<file path="src/hw/rtl/spm257_pkg.sv">
`timescale 1ns / 1ps

package spm257_pkg;

    // Field widths fixed by the item formats.
    localparam int PIXEL_W   = 8;
    localparam int THRESH_W  = 4;
    localparam int COUNT_W   = 5;
    localparam int INDEX_W   = 5;
    localparam int VALUE_W   = 9;
    localparam int CFG_DATA_W = 5;
    localparam int CFG_IDX_W = 1;
    localparam int IN_DATA_W = 8;
    localparam int OUT_DATA_W = 16;

    // The field modulus.
    localparam logic [VALUE_W-1:0] PRIME = 9'd257;

    // Width of acc * x + coefficient before reduction (256 * 31 + 255 fits).
    localparam int PROD_W = 15;

    // Configuration register indexes.
    localparam logic [CFG_IDX_W-1:0] REG_THRESHOLD   = 1'b0;
    localparam logic [CFG_IDX_W-1:0] REG_SHARE_COUNT = 1'b1;

    typedef enum logic [1:0] {
        ST_IDLE,
        ST_READ,
        ST_FINISH,
        ST_PUSH
    } seq_state_t;

    // Reduces a value below 2^15 modulo 257, using 256 = -1 (mod 257).
    function automatic logic [VALUE_W-1:0] mod257(input logic [PROD_W-1:0] v);
        logic [VALUE_W-1:0] lo;
        logic [VALUE_W-1:0] hi;
        lo = {1'b0, v[7:0]};
        hi = {2'b00, v[PROD_W-1:8]};
        if (lo >= hi) begin
            mod257 = lo - hi;
        end else begin
            mod257 = PRIME - hi + lo;
        end
    endfunction

endpackage

</file>
<file path="src/hw/rtl/share_polynomial_mod257_core.sv">
`timescale 1ns / 1ps

// Share generator for polynomial secret image sharing over GF(257).
// Pixel bytes enter on the s_ channel, one item per byte, and are stored in a
// small group memory. Every threshold-th pixel closes a group: the group is
// read back as polynomial coefficients (pixel i is the coefficient of x^i)
// and the polynomial is evaluated by Horner's rule at x = 1 .. share_count.
// Each evaluation leaves on the m_ channel as one item carrying the share
// index and the 9-bit value; tlast marks the final share of the group.
// A trailing partial group is held and produces nothing.
// A pixel that does not close a group is only stored. After the closing
// pixel, each share is computed by k memory reads feeding one multiply-reduce
// unit, a step that drains it and a load of the output register. Shares are
// computed one after another, as the group memory has a single read port and
// the multiply-reduce unit is shared by all of them.
// s_tready is high whenever no group is being evaluated, also while a share
// waits in the output register. If the receiver stalls, evaluation stops at
// the output register until the share is taken. Reset (aresetn low,
// synchronous) clears the fill count, the sequencer and the output valid flag
// and restores threshold 2 and share count 4, not the group memory. The user
// must write configuration via cfg_we/cfg_index/cfg_wdata when idle; unchecked.
module share_polynomial_mod257_core #(
    parameter int MAX_K = 8,
    parameter int MAX_N = 16
) (
    input  logic                                aclk,
    input  logic                                aresetn,
    // Configuration write port.
    input  logic                                cfg_we,
    input  logic [spm257_pkg::CFG_IDX_W-1:0]    cfg_index,
    input  logic [spm257_pkg::CFG_DATA_W-1:0]   cfg_wdata,
    // Pixel input.
    input  logic                                s_tvalid,
    output logic                                s_tready,
    input  logic [spm257_pkg::IN_DATA_W-1:0]    s_tdata,   // [7:0] pixel
    // Share output.
    output logic                                m_tvalid,
    input  logic                                m_tready,
    output logic [spm257_pkg::OUT_DATA_W-1:0]   m_tdata,   // [4:0] share_index,
                                                           // [13:5] share_value,
                                                           // [15:14] zero
    output logic                                m_tlast    // last_share
);
    import spm257_pkg::*;

    localparam int IDX_W = (MAX_K > 1) ? $clog2(MAX_K) : 1;
    localparam int KW    = IDX_W + 1;

    // Configuration registers.
    logic [THRESH_W-1:0] threshold_reg;
    logic [COUNT_W-1:0]  share_count_reg;

    always_ff @(posedge aclk) begin
        if (!aresetn) begin
            threshold_reg   <= THRESH_W'(2);
            share_count_reg <= COUNT_W'(4);
        end else if (cfg_we) begin
            unique case (cfg_index)
                REG_THRESHOLD:   threshold_reg   <= cfg_wdata[THRESH_W-1:0];
                REG_SHARE_COUNT: share_count_reg <= cfg_wdata[COUNT_W-1:0];
                default: ;
            endcase
        end
    end

    // Effective k and n, clamped to their legal ranges.
    logic [KW-1:0]      k_eff;
    logic [COUNT_W-1:0] n_eff;

    always_comb begin
        if (threshold_reg < THRESH_W'(2)) begin
            k_eff = KW'(2);
        end else if (int'(threshold_reg) > MAX_K) begin
            k_eff = KW'(MAX_K);
        end else begin
            k_eff = KW'(threshold_reg);
        end
        if (share_count_reg < COUNT_W'(2)) begin
            n_eff = COUNT_W'(2);
        end else if (int'(share_count_reg) > MAX_N) begin
            n_eff = COUNT_W'(MAX_N);
        end else begin
            n_eff = share_count_reg;
        end
    end

    logic [IDX_W-1:0] k_top;
    assign k_top = IDX_W'(k_eff - KW'(1));

    // Sequencer and datapath registers.
    seq_state_t         state_reg, state_next;
    logic [IDX_W-1:0]   fill_reg, fill_next;
    logic [IDX_W-1:0]   idx_reg, idx_next;
    logic [INDEX_W-1:0] x_reg, x_next;
    logic               mac_v_reg, mac_v_next;
    logic               mac_first_reg, mac_first_next;
    logic [VALUE_W-1:0] acc_reg;
    logic               out_v_reg, out_v_next;
    logic [INDEX_W-1:0] out_index_reg;
    logic [VALUE_W-1:0] out_value_reg;
    logic               out_last_reg;
    logic               out_load;
    logic               in_accept;
    logic [KW-1:0]      fill_inc;

    // Group memory: one write port for pixels, one registered read port.
    logic [PIXEL_W-1:0] group_mem [MAX_K];
    logic [PIXEL_W-1:0] rd_data_reg;

    assign s_tready  = (state_reg == ST_IDLE);
    assign in_accept = s_tvalid && s_tready;
    assign fill_inc  = {1'b0, fill_reg} + KW'(1);

    always_ff @(posedge aclk) begin
        if (in_accept) begin
            group_mem[fill_reg] <= s_tdata[PIXEL_W-1:0];
        end
        rd_data_reg <= group_mem[idx_reg];
    end

    always_comb begin
        state_next     = state_reg;
        fill_next      = fill_reg;
        idx_next       = idx_reg;
        x_next         = x_reg;
        mac_v_next     = 1'b0;
        mac_first_next = 1'b0;
        out_load       = 1'b0;
        unique case (state_reg)
            ST_IDLE: begin
                if (in_accept) begin
                    if (fill_inc >= k_eff) begin
                        fill_next  = '0;
                        x_next     = INDEX_W'(1);
                        idx_next   = k_top;
                        state_next = ST_READ;
                    end else begin
                        fill_next = fill_inc[IDX_W-1:0];
                    end
                end
            end
            ST_READ: begin
                // The read of idx_reg returns next cycle, where it is folded in.
                mac_v_next     = 1'b1;
                mac_first_next = (idx_reg == k_top);
                if (idx_reg == '0) begin
                    state_next = ST_FINISH;
                end else begin
                    idx_next = idx_reg - IDX_W'(1);
                end
            end
            ST_FINISH: begin
                state_next = ST_PUSH;
            end
            ST_PUSH: begin
                if (!out_v_reg || m_tready) begin
                    out_load = 1'b1;
                    if (x_reg == n_eff) begin
                        state_next = ST_IDLE;
                    end else begin
                        x_next     = x_reg + INDEX_W'(1);
                        idx_next   = k_top;
                        state_next = ST_READ;
                    end
                end
            end
            default: state_next = ST_IDLE;
        endcase

        if (out_load) begin
            out_v_next = 1'b1;
        end else if (m_tready) begin
            out_v_next = 1'b0;
        end else begin
            out_v_next = out_v_reg;
        end
    end

    always_ff @(posedge aclk) begin
        if (!aresetn) begin
            state_reg     <= ST_IDLE;
            fill_reg      <= '0;
            idx_reg       <= '0;
            x_reg         <= INDEX_W'(1);
            mac_v_reg     <= 1'b0;
            mac_first_reg <= 1'b0;
            out_v_reg     <= 1'b0;
        end else begin
            state_reg     <= state_next;
            fill_reg      <= fill_next;
            idx_reg       <= idx_next;
            x_reg         <= x_next;
            mac_v_reg     <= mac_v_next;
            mac_first_reg <= mac_first_next;
            out_v_reg     <= out_v_next;
        end
    end

    // Horner step: acc = (acc * x + c) mod 257, starting from zero at the
    // highest coefficient.
    logic [VALUE_W-1:0] acc_in;
    logic [PROD_W-1:0]  mac_sum;

    assign acc_in  = mac_first_reg ? '0 : acc_reg;
    assign mac_sum = PROD_W'(acc_in) * PROD_W'(x_reg) + PROD_W'(rd_data_reg);

    always_ff @(posedge aclk) begin
        if (mac_v_reg) begin
            acc_reg <= mod257(mac_sum);
        end
        if (out_load) begin
            out_index_reg <= x_reg;
            out_value_reg <= acc_reg;
            out_last_reg  <= (x_reg == n_eff);
        end
    end

    assign m_tvalid = out_v_reg;
    assign m_tdata  = {{(OUT_DATA_W - INDEX_W - VALUE_W){1'b0}}, out_value_reg, out_index_reg};
    assign m_tlast  = out_last_reg;

endmodule

</file>
<file path="config.mk">
export PLATFORM = sky130hd
export DESIGN_NAME = share_polynomial_mod257_core
export DESIGN_NICKNAME = d
export VERILOG_FILES = /design/src/hw/rtl/spm257_pkg.sv /design/src/hw/rtl/share_polynomial_mod257_core.sv
export SDC_FILE = /design/constraint.sdc
export NUM_CORES = 1
export LEC_CHECK = 0
export ABC_AREA = 0
export BUFFER_PORTS_ARGS = -buffer_cell sky130_fd_sc_hd__buf_2
export CORE_MARGIN = 5
export CORE_UTILIZATION = 61
export CTS_CLUSTER_DIAMETER = 200
export DETAILED_ROUTE_END_ITERATION = 6
export HOLD_SLACK_MARGIN = 0.1
export PLACE_DENSITY_LB_ADDON = 0.08
export SYNTH_ARGS = -nofsm -noshare
export SYNTH_HDL_FRONTEND = slang
export SYNTH_SLANG_ARGS = --single-unit
</file>
<file path="constraint.sdc">
create_clock -name aclk -period 9.3 [get_ports aclk]
set_input_delay 0.93 -clock aclk [delete_from_list [all_inputs] [get_ports aclk]]
set_output_delay 0.93 -clock aclk [all_outputs]
set_load 0.05 [all_outputs]
</file>
==> metrics.cfg <==
[floorplan]
start_util_pct=61.6
num_io_pins=38
die_x_um=119
die_y_um=119
coreArea_um2=11900
num_rows=40
dieArea_um2=14300

[place]
hpwlAfterDp_um=10800
portBuffers=35
routabilityCongestion=0.895

[cells_and_area]
largest_reg_flops=64
drive_above_1_share_pct=14.2
nFillCells=859
multiInputGateArea_um2=3680
layout_commonest_cell=edfxtp_1
diodes=0
area_growth_pct=12.3
final_cell_mix=edfxtp_1 (88), nand2_1 (77), inv_1 (67)
final_core_util_pct=69.2
nets=788
ff_latch_area_um2=3300

[synth]
synth_edf_count=88
async_flop_share_pct=0
synth_ff_type=edfxtp_1
ys_ff_latch=121
yosysUniqueCellTypes=59
avgSynthCellArea_um2=11.2
synth.yosys.seq_area_share_pct=45.2
synthCells=650
synth_area_um2=7300
yosysWarnings=0

[global_route]
grt_pass1_vias=4861
grt_antenna_before_repair=0
overflow=0
grt_use_met3_pct=4.89
grt_start_max_net_pins=29
grt_pass1_wl_um=24400
met1_usage_pct=28.3
grt.total_usage_pct=22.1
use_met2_pct=37.3
grt-busiest-layer=met2

[hold_path]
hold_path_class=reg -> reg

[setup_path]
cp-start-kind=register
crit_fanout=9
critical_path_arrival_ns=6.96
required_ns=9.46
worstSetupEndpointType=register
critPathKind=reg -> reg

[sta]
finalSetupViolCount=0
max_slew_margin_pct=22.2
setup_tns_ns=0
hold_viol_final=0
rsz0062_at_grt=no
period_share_pct=73.1
finClkSkew_ns=0.00777
tightest_slew_ns=1.16
fmax_mhz=147
period_needed_ns=6.80
finalMaxSlewViolations=0

[cts]
clk_path_buf_depth=2
post_cts_resized=0
post_cts_buffers=0
clk_pin_slew_worst_paths_ns=0.06
cts_tree=built
cts_sinks=121
cts_root_buf=clkbuf_16
ctsHoldBuffers=0
cts_buffers=17
clock_latency_ns=0.41
htree_num_levels=4

[run]
cap_violations=0

[run_status]
status=finished clean

[detailed_routing]
drt_iter0_drc=357
drc=0
routed_wl_um=14700
dr.pass1.iters=5
antenna_left=0
vias=4877
wl_per_cell_um=17.4
detail_route.vias_per_cell=5.77

==> kinds of logic after synthesis <==
logic type                 synth area share [%]
and+or+nand+nor                            13.5
xor gates and xnor gates                   3.20
DFF                                        45.2
buffers and inverters                      4.75
adders and majority gates                  17.7
muxes                                      6.19
AOI/OAI and AO/OA                          9.36
other                                    0.0514
==> routing by layer <==
metal	routed length, um	up-vias
met5	0	-
met1	6380	2395
met2	7480	113
li1	-	2351
met4	208	0
met3	662	18
==> synth_stat cells, types with 18 or more instances <==
library cell / number / area (um^2)
clkbuf_1: 18 / 67.6
fa_1: 31 / 621
edfxtp_1: 88 / 2640
nand2_1: 77 / 289
and2_1: 31 / 194
dfxtp_1: 33 / 661
nand3_1: 18 / 90.1
a21oi_1: 22 / 110
o21ai_0: 21 / 105
ha_1: 53 / 663
nor2_1: 22 / 82.6
inv_1: 67 / 251
==> path summary, 6_finish.rpt <==
| check | from | end | slack (ns) | cells after the start |
|---|---|---|---|---|
| max | x_reg[1]$_SDFFE_PN0P_ | acc_reg[6]$_DFFE_PP_ | 2.50 | 21 |
| min | share_count_reg[0]$_SDFFE_PN0P_ | share_count_reg[0]$_SDFFE_PN0P_ | 0.51 | 2 |
| max reg2reg | x_reg[1]$_SDFFE_PN0P_ | acc_reg[6]$_DFFE_PP_ | 2.50 | 21 |
| min reg2reg | share_count_reg[0]$_SDFFE_PN0P_ | share_count_reg[0]$_SDFFE_PN0P_ | 0.51 | 2 |
==> final cells by class <==
class                           count  area share (%)
Multi-Input combinational cell    440            44.8
Clock inverter                     14            2.01
Timing Repair Buffer               37            2.32
Clock buffer                       18            5.23
Sequential cell                   121            40.3
Tap cell                          147            2.24
Inverter                           68            3.11
==> stage by stage <==
stage	setup slack, ns	instance area [um^2]	instances	hold WS [ns]
floorplan	3.08	7310	651	0.465
global placement	2.83	7610	813	0.493
detailed placement	2.58	7610	813	0.506
CTS	2.51	8200	845	0.512
global route	2.10	8200	845	0.546
finish	2.50	8200	845	0.512
==> worst max-delay path, stage by stage (launching register included) <==
cell and delay, ns:
dfxtp_1 0.51, nor2b_1 0.54, nand2_1 0.18, fa_1 0.57, fa_1 0.44, fa_1 0.57
inv_1 0.05, ha_1 0.36, nor2b_1 0.16, o21a_1 0.18, a311o_1 0.41, a21o_2 0.23
a21oi_1 0.16, xor2_1 0.09, ha_1 0.41, o21ai_0 0.16, a21boi_0 0.32, a21oi_1 0.11
a31o_2 0.29, o211a_1 0.31, a211o_1 0.31, and4b_1 0.18
Power is not shown: default switching activity piles up to over one toggle a cycle in this logic, so the estimate is an artifact.
